==> src/rtl/gcf_pkg.sv <==
// gcf_pkg: shared types, codes and helpers for the gripper force controller.
// No dependencies.
`timescale 1ns / 1ps
package gcf_pkg;

  localparam int unsigned CFG_IDX_W = 3;
  localparam int unsigned CFG_DATA_W = 31;

  typedef enum logic [CFG_IDX_W-1:0] {
    REG_INV_STIFFNESS   = 3'd0,
    REG_PROP_GAIN       = 3'd1,
    REG_INT_GAIN_DT     = 3'd2,
    REG_FORCE_TARGET    = 3'd3,
    REG_CONTACT_THRESH  = 3'd4,
    REG_SUM_RESET_THR   = 3'd5,
    REG_INTEGRAL_LIMIT  = 3'd6,
    REG_CONTROL_RATE    = 3'd7
  } cfg_reg_t;

  localparam logic [1:0] MODE_TRAJ  = 2'd0;
  localparam logic [1:0] MODE_TRANS = 2'd1;
  localparam logic [1:0] MODE_FORCE = 2'd2;

  localparam logic [1:0] CONTACT_NONE = 2'd0;
  localparam logic [1:0] CONTACT_GOT  = 2'd1;
  localparam logic [1:0] CONTACT_IN   = 2'd2;

  // datapath operation issued by the controller each cycle
  typedef enum logic [3:0] {
    OP_NONE   = 4'd0,
    OP_LOAD   = 4'd1,
    OP_UPDATE = 4'd2,
    OP_ACC    = 4'd3,
    OP_PMUL   = 4'd4,
    OP_IMUL   = 4'd5,
    OP_DRIVE  = 4'd6,
    OP_VEL    = 4'd7,
    OP_VSAT   = 4'd8,
    OP_COMMIT = 4'd9
  } dp_op_t;

  typedef struct packed {
    dp_op_t op;
  } dp_cmd_t;

  typedef struct packed {
    logic force_path;
  } dp_status_t;

  localparam logic signed [65:0] SAT_HI = 66'sh0_0000_0000_7FFF_FFFF;
  localparam logic signed [65:0] SAT_LO = 66'sh3_FFFF_FFFF_8000_0000;

  function automatic logic signed [31:0] sat32(input logic signed [65:0] v);
    logic signed [31:0] r;
    if (v > SAT_HI) r = 32'sh7FFF_FFFF;
    else if (v < SAT_LO) r = 32'sh8000_0000;
    else r = v[31:0];
    return r;
  endfunction

endpackage

==> src/rtl/gcf_ctrl.sv <==
// gcf_ctrl: sequencer for the force controller datapath and output handshake.
// Depends on gcf_pkg.
`timescale 1ns / 1ps
module gcf_ctrl (
  input  logic                clk,
  input  logic                rst,
  input  logic                in_valid,
  output logic                in_ready,
  output logic                out_valid,
  input  logic                out_ready,
  input  gcf_pkg::dp_status_t status,
  output gcf_pkg::dp_cmd_t    cmd
);
  import gcf_pkg::*;

  typedef enum logic [8:0] {
    S_IDLE = 9'b000000001,
    S_UPD  = 9'b000000010,
    S_ACC  = 9'b000000100,
    S_PMUL = 9'b000001000,
    S_IMUL = 9'b000010000,
    S_DRV  = 9'b000100000,
    S_VEL  = 9'b001000000,
    S_VSAT = 9'b010000000,
    S_DONE = 9'b100000000
  } state_t;

  state_t state, state_next;
  logic   out_free;

  assign in_ready = (state == S_IDLE);
  assign out_free = !out_valid || out_ready;

  always_comb begin
    state_next = state;
    cmd.op = OP_NONE;
    case (state)
      S_IDLE: begin
        if (in_valid) begin
          cmd.op = OP_LOAD;
          state_next = S_UPD;
        end
      end
      S_UPD: begin
        cmd.op = OP_UPDATE;
        state_next = status.force_path ? S_ACC : S_DONE;
      end
      S_ACC: begin
        cmd.op = OP_ACC;
        state_next = S_PMUL;
      end
      S_PMUL: begin
        cmd.op = OP_PMUL;
        state_next = S_IMUL;
      end
      S_IMUL: begin
        cmd.op = OP_IMUL;
        state_next = S_DRV;
      end
      S_DRV: begin
        cmd.op = OP_DRIVE;
        state_next = S_VEL;
      end
      S_VEL: begin
        cmd.op = OP_VEL;
        state_next = S_VSAT;
      end
      S_VSAT: begin
        cmd.op = OP_VSAT;
        state_next = S_DONE;
      end
      S_DONE: begin
        if (out_free) begin
          cmd.op = OP_COMMIT;
          state_next = S_IDLE;
        end
      end
      default: state_next = S_IDLE;
    endcase
  end

  always_ff @(posedge clk) begin
    if (rst) begin
      state <= S_IDLE;
      out_valid <= 1'b0;
    end else begin
      state <= state_next;
      if (cmd.op == OP_COMMIT) out_valid <= 1'b1;
      else if (out_ready) out_valid <= 1'b0;
    end
  end

endmodule

==> config.mk <==
export PLATFORM = sky130hd
export DESIGN_NAME = gcf_ctrl
export DESIGN_NICKNAME = d
export VERILOG_FILES = /design/src/rtl/gcf_pkg.sv /design/src/rtl/gcf_ctrl.sv
export SDC_FILE = /design/constraint.sdc
export NUM_CORES = 1
export LEC_CHECK = 0
export BUFFER_PORTS_ARGS = -buffer_cell sky130_fd_sc_hd__buf_2
export CORE_AREA = 2 2 39 41
export CTS_CLUSTER_DIAMETER = 50
export CTS_CLUSTER_SIZE = 10
export DETAILED_ROUTE_END_ITERATION = 12
export DIE_AREA = 0 0 41 43
export GPL_ROUTABILITY_DRIVEN = 0
export HOLD_SLACK_MARGIN = 0.06
export PLACE_DENSITY = 0.69
export SLEW_MARGIN = 40
export SYNTH_ARGS = -nofsm -noshare
export SYNTH_HDL_FRONTEND = slang
export SYNTH_SLANG_ARGS = --single-unit
==> constraint.sdc <==
create_clock -name clk -period 3.1 [get_ports clk]
set_input_delay 0.155 -clock clk [delete_from_list [all_inputs] [get_ports clk]]
set_output_delay 0.155 -clock clk [all_outputs]
set_load 0.02 [all_outputs]
Word-level counts from Yosys, hierarchy flattened
Index checks and enable logic that the tools add are counted.

cells by class
  divide/modulo/power cells = 0
  $add $sub $neg = 0
  reduce and logical (&&, ||, !) cells = 4
  $lt $le $gt $ge = 0
  mux-type cells = 9
  shifts and indexed selects = 0
  eq/ne operators = 12
  bitwise logic cells = 0
  multipliers = 0

operator list
  cell                  count
  $pmux W9 S9           1
  $pmux W4 S9           1
  $mux W9               3
  $eq A9 B1 Y1 const B  1
  $eq A9 B2 Y1 const B  1
  $eq A9 B3 Y1 const B  1
  $eq A9 B4 Y1 const B  1
  $eq A9 B5 Y1 const B  1
  $eq A9 B6 Y1 const B  1
  $eq A9 B7 Y1 const B  1
  $eq A9 B8 Y1 const B  1
  $eq A9 B9 Y1 const B  1
  $eq A4 B4 Y1 const B  1
  $mux W4               1
  $ne A2 B2 Y1 const B  2
  $mux W1               3
  $reduce_and A2 Y1     1
  $reduce_bool A2 Y1    1
  $logic_not A1 Y1      1
  $logic_or A1 B1 Y1    1

word-level totals
  RAM bits = 0
  memories kept = 0
  latch bits = 0
  flip-flop bits (word level) = 10
  output and inout bits = 6
  bits of input ports = 5
  bits in read-only memories = 0

Longest topological paths before layout
Gate-level depths: netlist of run 1.

  word-level depth = 6
  depth in mapped cells = 5
  mapped depth without buffers = 4

Worst setup path after synthesis of run 1
No wires, ideal clock.

  kind = register -> output
  start point = register state[6]
  end point = output port cmd[0] (netlist name)
  stages on the path, launching flop included = 4
  slack = 1.530 ns
  data arrival time = 1.415 ns
  path through = dfxtp_1 nor3_4 nand2_1 o311ai_1

RTL lines
  element                 line            text
  start, declared         gcf_ctrl.sv:28  state_t state, state_next;
  start signal, assigned  gcf_ctrl.sv:87  state <= state_next;
  end, declared           gcf_ctrl.sv:12  output gcf_pkg::dp_cmd_t cmd

==> metrics.cfg, run 1 <==
[power_and_ir_drop]
p_leak_nw=0.281
pwr-share-clk=0.328
p_per_area_mw_per_mm2=398
swShare=0.291
pwr-share-seq=0.498
power_mw=0.277
p_comb_frac=0.173
switching_power_mw=0.0805
p_int_mw=0.197
vdd_drop_max_v=0.000303

[sta]
clock_skew_ns=0.00374
setup_tns_ns=0
setup_violations=0
worst_pin_slew_ns=0.380
post-route-period-util=0.626
slew_headroom=0.746
hold_viol=0
rsz0062_at_grt=false
period_needed_ns=1.94
slew_viol_final=0
fmax_mhz=515

[yosys]
syn-cell-area_um2=632
synth_edf_count=0
synth_nets=74
yosysTopAreaCell=dfxtp_1
ys_seq_area_frac=0.317
yosys.cell_types.count=31
synth_top_area_frac=0.317
synth_cells=69
synth_flop_cell=dfxtp_1
syn_avg_cell_area_um2=9.16
synth-seq-cells=10
ys_warn_count=0
synth.area.top_cells=dfxtp_1 32%, nor3_2 6.3%, nand4_1 5.9%, o41ai_4 4.4%, nand2b_1 4.0%
synth_top_cells_by_count=10 x dfxtp_1, 6 x nand4_1, 6 x nor2_1
post-synth-top-count-cell=dfxtp_1
synthArstFlopShare=0

[floorplan]
die_h_um=43
fp-row-count=14
die_area_mm2=0.00176
num_io_pins=11
start_util=0.457
core_mm2=0.00138
die_width_um=41

[cts]
clk_pin_slew_ns=0.07
postCtsSetupBuffers=0
cts_tree=done
cts_buffers=3
postCtsResizedCells=0
clock_latency_ns=0.27
cts-root-buf=clkbuf_4
cts.hold.buffers_added=0
htree_levels=1
cts.sink_count=10
cts_buffer_depth=2

[final_layout]
stdcell_count=95
final_nets=86
areaGrowthSynthToFinish_pct=10.3
post-route-util=0.504
n_antenna_cell=0
fillers=129
final_area_um2=697
drive_above_1_share=0.266

[critical_path]
crit_arrival_ns=1.79
worstPathCellList=or3_4 > nor3_2 > nand4_1 > o311ai_1 > buf_2
path_delay_family=simple AND/OR/NAND/NOR gates
cp_num_buf_inv=1
end_kind=primary output
worstSetupPathType=register to primary output
cpMaxStageDelayCell=or3_4
cp_max_fo=9
cp.required_ns=2.94
start_kind=register
cp_slowest_stage_delay_ns=0.45

[placement]
dp.cells=92
port_buffers=10
placed_area_um2=674
dp_hpwl_mm=1.04

[job]
timing.max_cap.violations=0

[detailed_routing]
vias_per_cell=5.97
drt_iter0_markers=7
first_pass_iters=4
num_vias=567
wire_per_inst_um=14.1
finalWirelength_mm=1.34
drcViolationCount=0
drtAntennaViolNets=0

[grt]
grt_usage=0.195
antenna_found_initial=0
grt_pass1_wl_mm=2.24
grt_max_degree=10
first_global_vias=530
grt_remaining_overflow=0

[outcome]
run_status=finished, final reports clean

[min_path]
hold_path.class=input pin to register

[metal layers]
| metal | track usage | share of wire | vias up |
|---|---|---|---|
| li1 | - | - | 279 |
| met1 | 0.252 | 0.44 | 255 |
| met2 | 0.259 | 0.46 | 26 |
| met3 | 0.0471 | 0.050 | 7 |
| met4 | 0.160 | 0.049 | 0 |
| met5 | 0 | 0 | - |
[power groups by stage]
| stage | Clock [mW] | Sequential [mW] | Combinational (mW) |
|---|---|---|---|
| after floorplan | 0 | 0.137 | 0.0414 |
| after global placement | 0 | 0.141 | 0.0474 |
| after detailed placement | 0 | 0.141 | 0.0478 |
| after CTS | 0.0937 | 0.138 | 0.0480 |
| after global routing | 0.0977 | 0.139 | 0.0525 |
| final | 0.0910 | 0.138 | 0.0481 |
[sequential cells by signal (all words and copies together) (netlist names)]
name and cells:
out_valid 1, state 9
[cell families (layout without fill, tap and decap cells)]
kind of cell,count (synthesis),in the layout,synth area share
DFF,10,10,0.317
muxes,1,1,0.0158
xor gates and xnor gates,3,3,0.0416
buffers and inverters,4,14,0.0495
and+or+nand+nor,42,42,0.422
AOI/OAI and AO/OA,9,9,0.154
[worst register-to-register path: cells and delay by family, from the launching register on]
family / cells / cell delay (ns)
DFF: 1 / 0.40
AOI/OAI and AO/OA: 1 / 0.35
and+or+nand+nor: 3 / 0.62
[through the flow]
stage / hold WS (ns) / setup slack (ns)
after global routing: 0.134 / 1.03
after CTS: 0.121 / 1.15
after floorplan: 0.224 / 1.53
after global placement: 0.402 / 1.49
after detailed placement: 0.403 / 1.45
final: 0.128 / 1.16
[cells in the final DEF, fill, tap and decap left out, types with 3 or more instances in the layout]
cell / count
nor4_1: 3
nand4_1: 6
dfxtp_1: 10
nor2_1: 6
nor3_2: 4
buf_2: 10
clkbuf_4: 3
nand3_1: 4
nand2b_1: 4
nand2_1: 4
[worst paths after layout]
check | start | end | slack, ns | cells past startpoint
worst max-delay path | state[0] | cmd[0] | 1.16 | 5
worst min-delay path | status | state[2] | 0.13 | 3
worst max register to register | state[6] | state[5] | 1.61 | 4
worst min register to register | out_valid | out_valid | 0.52 | 2
[final cells by class]
cell class	count	area, µm²	area share
Clock buffer	3	22.5	0.0323
Inverter	1	3.75	0.00539
Multi-Input combinational cell	55	400	0.575
Sequential cell	10	200	0.287
Tap cell	16	20.0	0.0287
Timing Repair Buffer	10	50.0	0.0718
(Power assumes the default switching activity.)
==> run 2: changes to the inputs <==
- clock period: 3.1 -> 1.88 ns (I/O delays scaled with it)
==> run 2 against run 1 <==
  * Critical path depth stayed put
  * Combinational power is 75% higher
  * Worst setup slack worse by 1.1 ns
  * Clock-buffer cell count is 1 higher
  * Clock power is 120% higher
  * Core utilization is 3.9 points higher
  * Sequential power is 65% higher
  * Clock skew is 0.0028 ns higher
  * Highest routed layer unchanged
  * Global-route usage is 1.1 points higher
==> metrics.cfg, run 2 (same netlist as run 1, synthesis figures left out) <==
[power_and_ir_drop]
swShare=0.275  ; -0.0158
p_leak_nw=0.302  ; +7.4%
vdd_drop_max_v=0.000403  ; +33%
p_int_mw=0.370  ; +88%
pwr-share-clk=0.387  ; +0.059
switching_power_mw=0.140  ; +74%
p_comb_frac=0.165  ; -0.008
pwr-share-seq=0.448  ; -0.050
p_per_area_mw_per_mm2=679  ; +71%

[critical_path]
cpMaxStageDelayCell=or3_4
reg2reg_setup_slack_ns=0.24  ; -1.37 ns
reg2reg_to=state[5]
worstPathCellList=or3_4 > nor3_4 > nand4_1 > o311ai_1 > buf_2
r2r.worst_path.cells=5  ; +1
cp_num_buf_inv=1  ; unchanged
worstSetupPathType=register to primary output
start_kind=register
crit_start=state[0]
cp.required_ns=1.79  ; -1.15 ns
crit_arrival_ns=1.72  ; -0.07 ns
path_delay_family=simple AND/OR/NAND/NOR gates
cp_max_fo=9  ; unchanged
cp_slowest_stage_delay_ns=0.42  ; -0.03 ns
r2r_start=state[8]
end_kind=primary output

[grt]
first_global_vias=562  ; +6.0%
grt_usage=0.206  ; +0.0113
grt_max_degree=10  ; unchanged
grt_pass1_wl_mm=2.47  ; +10%
grt_remaining_overflow=0  ; unchanged
antenna_found_initial=0  ; unchanged

[detailed_routing]
drcViolationCount=0  ; unchanged
first_pass_iters=4  ; unchanged
drtAntennaViolNets=0  ; unchanged
drt_iter0_markers=14  ; +7
finalWirelength_mm=1.50  ; +12%
wire_per_inst_um=15.1  ; +7.2%
vias_per_cell=5.90  ; -1.2%
num_vias=584  ; +3.0%

[placement]
dp.cells=92  ; unchanged
placed_area_um2=674  ; unchanged
port_buffers=10  ; unchanged
dp_hpwl_mm=1.07  ; +3.1%

[outcome]
run_status=finished, final reports clean

[sta]
period_needed_ns=1.81
slew_viol_final=0  ; unchanged
worst_pin_slew_ns=0.459  ; +0.0793 ns
hold_slack_ns=0.0660  ; -0.0618 ns
clock_skew_ns=0.00652  ; +0.00278 ns
post-route-period-util=0.963
hold_viol=0  ; unchanged
slew_headroom=0.693  ; -0.0530
setup_violations=0  ; unchanged
fmax_mhz=552

[cts]
cts_buffer_depth=2  ; unchanged
cts-root-buf=clkbuf_4
cts_tree=done
cts_buffers=3  ; unchanged
clock_latency_ns=0.27  ; about the same
cts.sink_count=10  ; unchanged
htree_levels=1  ; unchanged
clk_pin_slew_ns=0.07  ; about the same

[final_layout]
top_register=state
n_antenna_cell=0  ; unchanged
final_common_cell=buf_2
areaGrowthSynthToFinish_pct=18.8
final_area_um2=751  ; +7.7%
final_nets=89  ; +3.5%
drive_above_1_share=0.325  ; +0.0595
largest_reg_flops=9  ; unchanged
top_regs=state x9, out_valid x1
post-route-util=0.542  ; +0.0389
stdcell_count=99  ; +4.2%
mostFrequentLayoutCells=10 x buf_2, 8 x dfxtp_1, 6 x nor2_1, 6 x nand4_1

[min_path]
hold_end=out_valid
hold_path.class=input pin to register
hold_depth=2  ; -1
hold_start=rst

[floorplan]
core_mm2=0.00138  ; unchanged
fp-row-count=14  ; unchanged
start_util=0.457  ; unchanged
num_io_pins=11  ; unchanged
die_width_um=41  ; unchanged
die_area_mm2=0.00176  ; unchanged
die_h_um=43  ; unchanged

[job]
timing.max_cap.violations=0  ; unchanged

run 2: worst max path at each step:
stage / endpoint / cells after the start
2_1_floorplan: state[0] / 4
3_3_place_gp: cmd[0] / 5
3_5_place_dp: cmd[0] / 5
4_1_cts: cmd[0] / 5
5_1_grt: cmd[1] / 4
6_report: cmd[0] / 5
run 2: area by class of cell:
type	instances	area, µm²
clock buffer	4	36.3
fill	125	633
sequential	10	205
timing repair buffer	13	72.6
tap	16	20.0
multi-input combinational	55	413
inverter	1	3.75
run 2: per-layer routing:
metal / vias up / part of all wire / track usage
li1: 287 / - / -
met1: 272 / 0.44 / 0.273
met2: 19 / 0.48 / 0.303
met3: 6 / 0.041 / 0.0471
met4: 0 / 0.034 / 0.100
met5: - / 0 / 0
run 2: power by group through the flow:
stage | logic (mW) | registers, mW | clock network, mW
after floorplan | 0.0682 | 0.225 | 0
after global placement | 0.0782 | 0.232 | 0
after detailed placement | 0.0794 | 0.233 | 0
after CTS | 0.0801 | 0.228 | 0.200
after global routing | 0.0906 | 0.230 | 0.207
final | 0.0842 | 0.228 | 0.197
run 2: per-stage QoR:
step | total power, mW | setup slack (ns) | setup TNS (ns)
after CTS | 0.508 | 0.0526 | 0
final | 0.510 | 0.0696 | 0
after global placement | 0.310 | 0.326 | 0
after floorplan | 0.293 | 0.365 | 0
after global routing | 0.528 | -0.00202 | -0.00202
after detailed placement | 0.312 | 0.292 | 0
run 2: worst register-to-register path, delay by kind of cell, from the launching register on:
| kind | cells | cell delay [ns] |
|---|---|---|
| and+or+nand+nor | 3 | 0.61 |
| DFF | 1 | 0.39 |
| AOI/OAI and AO/OA | 1 | 0.35 |
| buffers and inverters | 1 | 0.16 |
run 2: what timing repair did:
action                                  4_1_cts  5_1_grt
endpoints found under the setup margin        1        2
buffers inserted                              0        3
hold buffers                                  0        0
gates resized for setup                       1        4
pin swaps                                     0        2
